==> src/sv/smf_pkg.sv <==
// ----------------------------------------------------------------------------
// smf_pkg: shared types and constants for the MIDI file meta text extractor
// Holds the parse phase encoding, stop causes, result record and small
// decode helpers used by the parser and the output stage.
// ----------------------------------------------------------------------------
package smf_pkg;

	typedef enum logic [3:0] {
		PH_HDR    = 4'd0,
		PH_CHDR   = 4'd1,
		PH_DELTA  = 4'd2,
		PH_STATUS = 4'd3,
		PH_MTYPE  = 4'd4,
		PH_MLEN   = 4'd5,
		PH_SXLEN  = 4'd6,
		PH_SKIP   = 4'd7,
		PH_EMIT   = 4'd8,
		PH_TOEND  = 4'd9,
		PH_DONE   = 4'd10,
		PH_HALT   = 4'd11
	} phase_t;

	typedef enum logic [1:0] {
		CAUSE_OK        = 2'd0,
		CAUSE_BAD_HDR   = 2'd1,
		CAUSE_NOT_MTRK  = 2'd2,
		CAUSE_TRUNCATED = 2'd3
	} cause_t;

	typedef enum logic [1:0] {
		KIND_TEXT   = 2'd0,
		KIND_NAME   = 2'd1,
		KIND_MARKER = 2'd2,
		KIND_NONE   = 2'd3
	} kind_t;

	localparam int unsigned CFG_IDX_W = 1;
	localparam int unsigned CFG_DATA_W = 3;
	localparam logic [CFG_IDX_W-1:0] CFG_CAPTURE_MASK = 1'd0;
	localparam logic [CFG_IDX_W-1:0] CFG_FIRST_ONLY   = 1'd1;

	localparam logic [7:0] STATUS_META   = 8'hFF;
	localparam logic [7:0] STATUS_SYSEX  = 8'hF0;
	localparam logic [7:0] STATUS_ESCAPE = 8'hF7;
	localparam logic [7:0] META_TEXT     = 8'h01;
	localparam logic [7:0] META_NAME     = 8'h03;
	localparam logic [7:0] META_MARKER   = 8'h06;
	localparam logic [7:0] META_EOT      = 8'h2F;
	localparam logic [3:0] HDR_LEN       = 4'd14;

	typedef struct packed {
		logic       payload_valid;
		logic [1:0] meta_kind;
		logic [7:0] payload_byte;
		logic       last_of_event;
		logic       file_done;
		logic [1:0] stop_cause;
	} res_t;

	// "MThd"
	function automatic logic [7:0] file_magic(input logic [1:0] idx);
		logic [7:0] v;
		case (idx)
			2'd0: v = 8'h4D;
			2'd1: v = 8'h54;
			2'd2: v = 8'h68;
			default: v = 8'h64;
		endcase
		return v;
	endfunction

	// "MTrk"
	function automatic logic [7:0] trk_magic(input logic [1:0] idx);
		logic [7:0] v;
		case (idx)
			2'd0: v = 8'h4D;
			2'd1: v = 8'h54;
			2'd2: v = 8'h72;
			default: v = 8'h6B;
		endcase
		return v;
	endfunction

	function automatic logic [1:0] data_count(input logic [7:0] status);
		logic [1:0] n;
		if (status[7:4] == 4'hC || status[7:4] == 4'hD) begin
			n = 2'd1;
		end else begin
			n = 2'd2;
		end
		return n;
	endfunction

	function automatic kind_t kind_of(input logic [7:0] mtype);
		kind_t k;
		case (mtype)
			META_TEXT:   k = KIND_TEXT;
			META_NAME:   k = KIND_NAME;
			META_MARKER: k = KIND_MARKER;
			default:     k = KIND_NONE;
		endcase
		return k;
	endfunction

endpackage

==> src/sv/smf_parse.sv <==
// ----------------------------------------------------------------------------
// smf_parse: byte-wise parse state and result formation
// Holds the configuration registers and the file walk state; each accepted
// byte updates the state and yields at most one result record.
// ----------------------------------------------------------------------------
module smf_parse (
	input  logic                           clk,
	input  logic                           arst_n,
	input  logic                           cfg_we,
	input  logic [smf_pkg::CFG_IDX_W-1:0]  cfg_index,
	input  logic [smf_pkg::CFG_DATA_W-1:0] cfg_data,
	input  logic                           accept,
	input  logic [7:0]                     data_byte,
	input  logic                           last_of_file,
	output logic                           res_valid,
	output smf_pkg::res_t                  res
);
	import smf_pkg::*;

	logic [2:0]  capture_mask_q;
	logic        first_only_q;

	phase_t      phase_q, phase_d;
	logic [3:0]  hdr_cnt_q, hdr_cnt_d;
	logic [15:0] tracks_q, tracks_d;
	logic [2:0]  chunk_cnt_q, chunk_cnt_d;
	logic [31:0] tbl_q, tbl_d;
	logic [31:0] acc_q, acc_d;
	logic [7:0]  rs_q, rs_d;
	logic [31:0] skip_q, skip_d;
	logic [7:0]  mtype_q, mtype_d;
	logic [2:0]  seen_q, seen_d;
	logic [1:0]  stop_q, stop_d;

	logic        emit;
	logic        lastev;
	kind_t       kind;
	cause_t      cause;

	always_ff @(posedge clk or negedge arst_n) begin
		if (!arst_n) begin
			capture_mask_q <= 3'd7;
			first_only_q   <= 1'b1;
		end else if (cfg_we) begin
			case (cfg_index)
				CFG_CAPTURE_MASK: capture_mask_q <= cfg_data[2:0];
				CFG_FIRST_ONLY:   first_only_q   <= cfg_data[0];
				default: ;
			endcase
		end
	end

	always_comb begin
		logic [31:0] tbl_m1;
		logic [31:0] acc_sh;
		logic [31:0] tbl_new;
		logic [31:0] skip_dec;
		logic [15:0] tracks_dec;
		logic [1:0]  n;
		logic [2:0]  bit_k;
		logic        cap;
		kind_t       k;

		phase_d     = phase_q;
		hdr_cnt_d   = hdr_cnt_q;
		tracks_d    = tracks_q;
		chunk_cnt_d = chunk_cnt_q;
		tbl_d       = tbl_q;
		acc_d       = acc_q;
		rs_d        = rs_q;
		skip_d      = skip_q;
		mtype_d     = mtype_q;
		seen_d      = seen_q;
		stop_d      = stop_q;
		emit        = 1'b0;
		lastev      = 1'b0;
		kind        = KIND_TEXT;
		cause       = CAUSE_OK;

		tbl_m1     = tbl_q - 32'd1;
		acc_sh     = {acc_q[24:0], data_byte[6:0]};
		tracks_dec = tracks_q - 16'd1;
		skip_dec   = skip_q - 32'd1;
		tbl_new    = tbl_q;
		n          = 2'd0;
		bit_k      = 3'd0;
		cap        = 1'b0;
		k          = kind_of(mtype_q);

		if (accept) begin
			case (phase_q)
				PH_HDR: begin
					if (hdr_cnt_q < 4'd4 && data_byte != file_magic(hdr_cnt_q[1:0])) begin
						stop_d  = CAUSE_BAD_HDR;
						phase_d = PH_HALT;
					end else begin
						if (hdr_cnt_q == 4'd10) begin
							tracks_d = {data_byte, 8'h00};
						end else if (hdr_cnt_q == 4'd11) begin
							tracks_d = {tracks_q[15:8], data_byte};
						end
						hdr_cnt_d = hdr_cnt_q + 4'd1;
						if (hdr_cnt_d == HDR_LEN) begin
							chunk_cnt_d = 3'd0;
							phase_d = (tracks_q == 16'd0) ? PH_DONE : PH_CHDR;
						end
					end
				end
				PH_CHDR: begin
					if (chunk_cnt_q < 3'd4 && data_byte != trk_magic(chunk_cnt_q[1:0])) begin
						stop_d  = CAUSE_NOT_MTRK;
						phase_d = PH_HALT;
					end else begin
						if (chunk_cnt_q == 3'd4) begin
							tbl_new = {24'd0, data_byte};
						end else if (chunk_cnt_q > 3'd4) begin
							tbl_new = {tbl_q[23:0], data_byte};
						end
						tbl_d = tbl_new;
						if (chunk_cnt_q == 3'd7) begin
							chunk_cnt_d = 3'd0;
							if (tbl_new == 32'd0) begin
								tracks_d = tracks_dec;
								phase_d  = (tracks_dec == 16'd0) ? PH_DONE : PH_CHDR;
							end else begin
								rs_d    = 8'd0;
								acc_d   = 32'd0;
								phase_d = PH_DELTA;
							end
						end else begin
							chunk_cnt_d = chunk_cnt_q + 3'd1;
						end
					end
				end
				PH_DELTA, PH_STATUS, PH_MTYPE, PH_MLEN,
				PH_SXLEN, PH_SKIP, PH_EMIT, PH_TOEND: begin
					case (phase_q)
						PH_DELTA: begin
							acc_d = acc_sh;
							if (!data_byte[7]) begin
								phase_d = PH_STATUS;
							end
						end
						PH_STATUS: begin
							if (data_byte == STATUS_META) begin
								phase_d = PH_MTYPE;
							end else if (data_byte == STATUS_SYSEX ||
							             data_byte == STATUS_ESCAPE) begin
								acc_d   = 32'd0;
								phase_d = PH_SXLEN;
							end else begin
								if (data_byte[7]) begin
									rs_d = data_byte;
									n    = data_count(data_byte);
								end else begin
									n = data_count(rs_q) - 2'd1;
								end
								if (n != 2'd0) begin
									skip_d  = {30'd0, n};
									phase_d = PH_SKIP;
								end else begin
									acc_d   = 32'd0;
									phase_d = PH_DELTA;
								end
							end
						end
						PH_MTYPE: begin
							mtype_d = data_byte;
							acc_d   = 32'd0;
							phase_d = PH_MLEN;
						end
						PH_MLEN: begin
							acc_d = acc_sh;
							if (!data_byte[7]) begin
								if (mtype_q == META_EOT || acc_sh > tbl_m1) begin
									phase_d = PH_TOEND;
								end else if (acc_sh == 32'd0) begin
									acc_d   = 32'd0;
									phase_d = PH_DELTA;
								end else begin
									if (k != KIND_NONE) begin
										bit_k  = 3'd1 << k;
										cap    = (capture_mask_q & bit_k) != 3'd0 &&
										         !(first_only_q && (seen_q & bit_k) != 3'd0);
										seen_d = seen_q | bit_k;
									end
									skip_d  = acc_sh;
									phase_d = cap ? PH_EMIT : PH_SKIP;
								end
							end
						end
						PH_SXLEN: begin
							acc_d = acc_sh;
							if (!data_byte[7]) begin
								if (acc_sh == 32'd0) begin
									acc_d   = 32'd0;
									phase_d = PH_DELTA;
								end else begin
									skip_d  = acc_sh;
									phase_d = PH_SKIP;
								end
							end
						end
						PH_SKIP: begin
							skip_d = skip_dec;
							if (skip_dec == 32'd0) begin
								acc_d   = 32'd0;
								phase_d = PH_DELTA;
							end
						end
						PH_EMIT: begin
							emit   = 1'b1;
							kind   = k;
							skip_d = skip_dec;
							lastev = (skip_dec == 32'd0);
							if (skip_dec == 32'd0) begin
								acc_d   = 32'd0;
								phase_d = PH_DELTA;
							end
						end
						default: ;
					endcase
					tbl_d = tbl_m1;
					if (tbl_m1 == 32'd0) begin
						tracks_d    = tracks_dec;
						chunk_cnt_d = 3'd0;
						phase_d     = (tracks_dec == 16'd0) ? PH_DONE : PH_CHDR;
					end
				end
				default: ;
			endcase

			if (last_of_file) begin
				if (stop_d != CAUSE_OK) begin
					cause = cause_t'(stop_d);
				end else begin
					case (phase_d)
						PH_HDR:  cause = CAUSE_BAD_HDR;
						PH_CHDR: cause = (chunk_cnt_d != 3'd0) ? CAUSE_TRUNCATED : CAUSE_OK;
						PH_DONE, PH_HALT: cause = CAUSE_OK;
						default: cause = CAUSE_TRUNCATED;
					endcase
				end
				// The next byte starts a fresh file; configuration is kept.
				phase_d     = PH_HDR;
				hdr_cnt_d   = 4'd0;
				tracks_d    = 16'd0;
				chunk_cnt_d = 3'd0;
				tbl_d       = 32'd0;
				acc_d       = 32'd0;
				rs_d        = 8'd0;
				skip_d      = 32'd0;
				mtype_d     = 8'd0;
				seen_d      = 3'd0;
				stop_d      = 2'd0;
			end
		end
	end

	always_ff @(posedge clk or negedge arst_n) begin
		if (!arst_n) begin
			phase_q     <= PH_HDR;
			hdr_cnt_q   <= 4'd0;
			tracks_q    <= 16'd0;
			chunk_cnt_q <= 3'd0;
			tbl_q       <= 32'd0;
			acc_q       <= 32'd0;
			rs_q        <= 8'd0;
			skip_q      <= 32'd0;
			mtype_q     <= 8'd0;
			seen_q      <= 3'd0;
			stop_q      <= 2'd0;
		end else begin
			phase_q     <= phase_d;
			hdr_cnt_q   <= hdr_cnt_d;
			tracks_q    <= tracks_d;
			chunk_cnt_q <= chunk_cnt_d;
			tbl_q       <= tbl_d;
			acc_q       <= acc_d;
			rs_q        <= rs_d;
			skip_q      <= skip_d;
			mtype_q     <= mtype_d;
			seen_q      <= seen_d;
			stop_q      <= stop_d;
		end
	end

	always_comb begin
		res_valid         = accept && (emit || last_of_file);
		res.payload_valid = emit;
		res.meta_kind     = emit ? kind : KIND_TEXT;
		res.payload_byte  = emit ? data_byte : 8'd0;
		res.last_of_event = emit && lastev;
		res.file_done     = last_of_file;
		res.stop_cause    = cause;
	end

endmodule

==> src/sv/smf_out_reg.sv <==
// ----------------------------------------------------------------------------
// smf_out_reg: result register toward the receiver
// Holds one finished result item and frees itself in the cycle the
// receiver takes it, so a new input byte can enter at the same edge.
// ----------------------------------------------------------------------------
module smf_out_reg (
	input  logic          clk,
	input  logic          arst_n,
	input  logic          load,
	input  smf_pkg::res_t res,
	output logic          free,
	output logic          out_valid,
	input  logic          out_ready,
	output smf_pkg::res_t res_q
);
	import smf_pkg::*;

	logic valid_q;

	assign free      = !valid_q || out_ready;
	assign out_valid = valid_q;

	always_ff @(posedge clk or negedge arst_n) begin
		if (!arst_n) begin
			valid_q <= 1'b0;
		end else if (load) begin
			valid_q <= 1'b1;
		end else if (out_ready) begin
			valid_q <= 1'b0;
		end
	end

	always_ff @(posedge clk) begin
		if (load) begin
			res_q <= res;
		end
	end

endmodule

==> src/sv/smf_meta_text_extractor.sv <==
// ----------------------------------------------------------------------------
// smf_meta_text_extractor: Standard MIDI File meta text extractor
// Walks a MIDI file byte by byte and passes out captured text, track name
// and marker payload bytes, plus a done report on the last file byte.
// ----------------------------------------------------------------------------
// Usage: file bytes enter on in_valid/in_ready with data_byte and
// last_of_file; each byte is parsed in the cycle it is accepted. A byte
// gives a result item only when it is a captured payload byte or the last
// byte of the file; all other bytes are absorbed silently.
// The result for a byte is on out_valid the cycle after the byte is
// accepted. The block takes one byte per cycle while in_ready stays high,
// as the parse state is updated combinationally for each accepted byte.
// The output register frees itself in the cycle the receiver takes the
// item, so in_ready stays high while the receiver keeps up. When the
// receiver stalls with a result held, in_ready drops until it is taken.
// Reset clears the parse state, sets capture_mask to 7 and first_only to 1,
// and empties the output register. Configuration writes (cfg_we, cfg_index,
// cfg_data) take effect at once and belong in idle periods. After the last
// byte of a file the parse state restarts for the next file.
// ----------------------------------------------------------------------------
module smf_meta_text_extractor (
	input  logic                           clk,
	input  logic                           arst_n,
	input  logic                           cfg_we,
	input  logic [smf_pkg::CFG_IDX_W-1:0]  cfg_index,
	input  logic [smf_pkg::CFG_DATA_W-1:0] cfg_data,
	input  logic                           in_valid,
	output logic                           in_ready,
	input  logic [7:0]                     data_byte,
	input  logic                           last_of_file,
	output logic                           out_valid,
	input  logic                           out_ready,
	output logic                           payload_valid,
	output logic [1:0]                     meta_kind,
	output logic [7:0]                     payload_byte,
	output logic                           last_of_event,
	output logic                           file_done,
	output logic [1:0]                     stop_cause
);
	import smf_pkg::*;

	logic accept;
	logic res_valid;
	res_t res;
	res_t res_q;

	assign accept = in_valid && in_ready;

	smf_parse u_parse (
		.clk          (clk),
		.arst_n       (arst_n),
		.cfg_we       (cfg_we),
		.cfg_index    (cfg_index),
		.cfg_data     (cfg_data),
		.accept       (accept),
		.data_byte    (data_byte),
		.last_of_file (last_of_file),
		.res_valid    (res_valid),
		.res          (res)
	);

	smf_out_reg u_out (
		.clk       (clk),
		.arst_n    (arst_n),
		.load      (res_valid),
		.res       (res),
		.free      (in_ready),
		.out_valid (out_valid),
		.out_ready (out_ready),
		.res_q     (res_q)
	);

	assign payload_valid = res_q.payload_valid;
	assign meta_kind     = res_q.meta_kind;
	assign payload_byte  = res_q.payload_byte;
	assign last_of_event = res_q.last_of_event;
	assign file_done     = res_q.file_done;
	assign stop_cause    = res_q.stop_cause;

endmodule

==> config.mk <==
export PLATFORM = sky130hd
export DESIGN_NAME = smf_meta_text_extractor
export DESIGN_NICKNAME = d
export VERILOG_FILES = /design/src/sv/smf_pkg.sv /design/src/sv/smf_parse.sv /design/src/sv/smf_out_reg.sv /design/src/sv/smf_meta_text_extractor.sv
export SDC_FILE = /design/constraint.sdc
export NUM_CORES = 1
export LEC_CHECK = 0
export ABC_AREA = 1
export BUFFER_PORTS_ARGS = -buffer_cell sky130_fd_sc_hd__buf_4
export CAP_MARGIN = 0
export CORE_MARGIN = 8
export CORE_UTILIZATION = 50
export CTS_CLUSTER_DIAMETER = 150
export DETAILED_ROUTE_END_ITERATION = 10
export PLACE_DENSITY = 0.66
export SETUP_SLACK_MARGIN = 0.5
export SLEW_MARGIN = 40
export SYNTH_ARGS = -nofsm -noshare
export SYNTH_HDL_FRONTEND = slang
export SYNTH_HIERARCHICAL = 1
export SYNTH_SLANG_ARGS = --single-unit
==> constraint.sdc <==
create_clock -name clk -period 6.7 [get_ports clk]
set_input_delay 1.34 -clock clk [delete_from_list [all_inputs] [get_ports clk]]
set_output_delay 1.34 -clock clk [all_outputs]
set_load 0.02 [all_outputs]
==> summary.md <==
| Metric | Value |
|---|---|
| Outcome | complete, no violations |
| Die Height | 170 um |
| Number of global-route vias before repair | 11004 |
| WP depth | 23 |
| Crit path max-delay family | simple AND/OR/NAND/NOR gates |
| EDFF count, synth | 15 |
| GRT met2 Usage | between 30% and 40% |
| Reg2reg start | u_parse/tbl_q[0] |
| Post-synthesis net count | between 1500 and 2000 |
| Total track usage | 26.3% |
| GR peak layer | met2 |
| Post-Synthesis Cell Area | 0.0118 sq mm |
| First-pass GRT wire length | 60400 um |
| Final worst path period need | ~4.7 ns |
| VDD IR max | approximately 460 uV |
| Req. time, crit path | 6.99 ns |
| Post-synthesis sequential area ratio | 33.0% |
| FF-to-FF path depth | 23 |
| Max Cap Viol | 0 |
| Ys flop type | dfrtp_1 |
| Setup_tns | 0 ns |
| Root Driver | clkbuf_16 |
| CTS resizes | 0 |
| Final Wtd Congestion | 0.940 |
| Crit. End Element | flop |
| Critical Path Sink | u_parse/skip_q[25] |
| FP Rows | 56 |
| Slew headroom | 44.6% |
| Antenna diodes | 0 |
| Setup violators final | 0 |
| Mean Syn Cell Area | between 7 and 8 sq um |
| Arr. time, crit path | about 5.0 ns |
| Routed via count | 11745 |
| Num CTS Buffers | 17 |
| Reg2reg setup slack | 1.99 ns |
| Fill cells | 2276 |
| Yosys reg bits | roughly 150 |
| Initial drt markers | 1303 |
| DR WL/cell | 18.8 um |
| Die W | 170 um |
| Hpwl dp | 27800 um |
| Critical setup path kind | reg -> reg |
| Drt pass-1 iters | 6 |
| Starting density of the core | 50.5% |
| Final WL | 37500 um |
| CP Buf/Inv Count | 3 |
| Crit-path max cell delay | 0.69 ns |
| Initial antenna violation count | 0 |
| NumNets Final | 1730 |
| Core Area | 0.0233 sq mm |
| Yosys Warn Count | 6 |
| CTS Hold Bufs | 0 |
| Critical-path cell list | inv_2, ha_1, nand3_2, nor2_4, nand3b_4, nor2_8, nand4_1, xor2_1, ha_1, nand2_1, nor2_1, nand2_1, nor3_1, nand4_1, nand3b_1, nand2_1, nand2_1, nand2_1, inv_2, nand2_1, nand2_1, inv_2, o21ai_0 |
| DRT antenna net count | 0 |
| Met3 Resource Use GR | 4.33% |
| Largest net degree at the start of global routing | a little over 90 |
| FF-to-FF End | u_parse/skip_q[25] |
| Via density | 5.88 |
| Clock Tree Buf Depth | 2 |
| Clock H-tree levels | 4 |
| Synth-to-Final Area Change | 9.02% |
| Fraction of layout cells with a size suffix above 1 | a little under a tenth |
| Slowest-stage cell, CP | inv_2 |
| Clock skew | approximately 0.017 ns |
| Pwr Density | 537 mW/mm^2 |
| Largest fanout on the critical path | 49 |
| Final period util | 70.2% |
| CTS tree | built |
| Critical path origin | u_parse/tbl_q[0] |
| Worst hold margin | 0.483 ns |
| Residual DRC count | 0 |
| Slew @ Worst Pin | roughly 0.83 ns |
| Clk Latency, worst-skew pair | 0.45 ns |
| Final hold vios | 0 |
| Cells after synthesis | 1659 |
| Worst hold path class | reg -> reg |
| M1 GR Usage | 38.3% |
| Fmax achieved | about 210 MHz |
| Setup crit start kind | flop |
| # IOs | 35 |
| Async SR Flop Fraction | between 90 and 100% |
| Max-slew violations | 0 |
| Netlist cell types | 63 |
| CP dominant cell by count | nand2_1 |
| Setup Fix Bufs, Post-CTS | 0 |
| RSZ-0062 raised after global routing | false |
| Static leakage power | 5.98 nW |
| Die footprint | between 0.02 and 0.03 sq mm |
| Clk slew on worst S/H paths | 0.07 ns |
| Remaining Overflow, GRT | 0 |
| CTS sink count | approximately 150 |
| Port Buffers | 34 |
-- state kept, by name, indices dropped and copies added (netlist names) --
register / count
u_parse/tracks_q: 16
u_parse/rs_q: 3
u_parse/stop_q: 2
u_parse/seen_q: 3
u_parse/capture_mask_q: 3
u_parse/first_only_q: 1
u_out/res_q: 15
u_parse/skip_q: 32
u_parse/mtype_q: 8
u_parse/chunk_cnt_q: 3
u_parse/hdr_cnt_q: 4
u_out/out_valid: 1
u_parse/acc_q: 25
u_parse/tbl_q: 32
u_parse/phase_q: 4
-- worst min-delay path by stage --
stage	startpoint	end	slack, ns	cells past startpoint
finish	u_parse/capture_mask_q[1]	u_parse/capture_mask_q[1]	0.48	2
global placement	u_parse/capture_mask_q[1]	u_parse/capture_mask_q[1]	0.47	2
global route	u_parse/capture_mask_q[2]	u_parse/capture_mask_q[2]	0.51	2
CTS	u_parse/capture_mask_q[2]	u_parse/capture_mask_q[2]	0.49	2
detailed placement	u_parse/skip_q[1]	u_parse/skip_q[1]	0.48	2
floorplan	u_parse/skip_q[1]	u_parse/skip_q[1]	0.45	2
-- metrics by stage --
stage,setup WS [ns],power [W],utilization (%),area (sq um),cells
6_report,1.99,0.00690,55.1,12800,1997
5_1_grt,1.57,0.00750,55.1,12800,1997
4_1_cts,2.04,0.00681,55.1,12800,1997
3_5_place_dp,2.08,0.00581,52.6,12300,1965
3_3_place_gp,2.24,0.00578,52.5,12300,1965
2_1_floorplan,3.03,0.00471,-,11800,1659
-- per-layer routing --
metal / part of all wire (%) / vias to the layer above
li1: - / 5662
met1: 46 / 5560
met2: 45 / 470
met3: 7.3 / 53
met4: 1.7 / 0
met5: 0 / -
-- cells in the mapped netlist, types with 5 or more instances --
library cell	instances	area, sq um
xor2_1	52	455
nor3_1	30	150
o22ai_1	70	438
inv_2	9	33.8
o21ai_1	13	65.1
a21oi_1	62	310
a31oi_1	6	37.5
nand3_1	81	405
a221oi_1	12	105
nor2_2	16	100
edfxtp_1	15	450
ha_1	47	588
clkbuf_1	35	131
xnor2_1	5	43.8
nor4_1	24	150
a211oi_1	7	52.6
buf_2	12	60.1
nand2_2	9	56.3
buf_4	5	37.5
o211ai_1	8	60.1
a22oi_1	5	37.5
inv_1	228	856
nor2_1	190	713
o21ai_0	136	681
nand3_2	8	80.1
nand2_1	299	1120
dfrtp_1	133	3330
o2111ai_1	24	210
nand4_1	56	350
-- worst reg2reg max path: stages (launching register included) --
cell,delay [ns]
dfrtp_1,0.41
inv_2,0.14
ha_1,0.27
nand3_2,0.14
nor2_4,0.24
nand3b_4,0.15
nor2_8,0.14
nand4_1,0.10
xor2_1,0.35
ha_1,0.18
nand2_1,0.05
nor2_1,0.14
nand2_1,0.09
nor3_1,0.13
nand4_1,0.17
nand3b_1,0.20
nand2_1,0.15
nand2_1,0.11
nand2_1,0.09
inv_2,0.04
nand2_1,0.05
nand2_1,0.32
inv_2,0.69
o21ai_0,0.19
-- cell families (layout without fill, tap and decap cells) --
group,Yosys count,after routing,share of synthesized area [%]
fa+ha+maj,47,47,4.99
flops,152,152,33.0
buf+inv,298,317,9.87
mux,4,4,0.382
xor+xnor,63,63,5.26
simple gates,733,733,28.2
compound gates,362,362,18.4
-- power by group --
group	leakage (nW)	switching [W]	internal, W
Sequential	1.96	0.000282	0.00120
Clock	0.286	0.000478	0.000501
Combinational	3.73	0.00307	0.00136
-- cell type report --
class	instances	area, sq um	share of cell area (%)
multi-input combinational	1209	6740	52.5
sequential	152	3880	30.2
inverter	243	916	7.13
clock buffer	18	429	3.34
tap	319	399	3.11
timing repair buffer	42	323	2.51
clock inverter	14	155	1.21
-- layout by cell type, fill, tap and decap left out, types with 24 or more instances in the layout --
cell	n
a21oi_1	62
buf_4	41
dfrtp_1	133
ha_1	47
inv_1	227
nand2_1	298
nand3_1	81
nand4_1	56
nor2_1	189
nor3_1	30
nor4_1	24
o2111ai_1	24
o21ai_0	136
o22ai_1	70
xor2_1	52
Note: power is estimated with default switching activity, not from simulation.
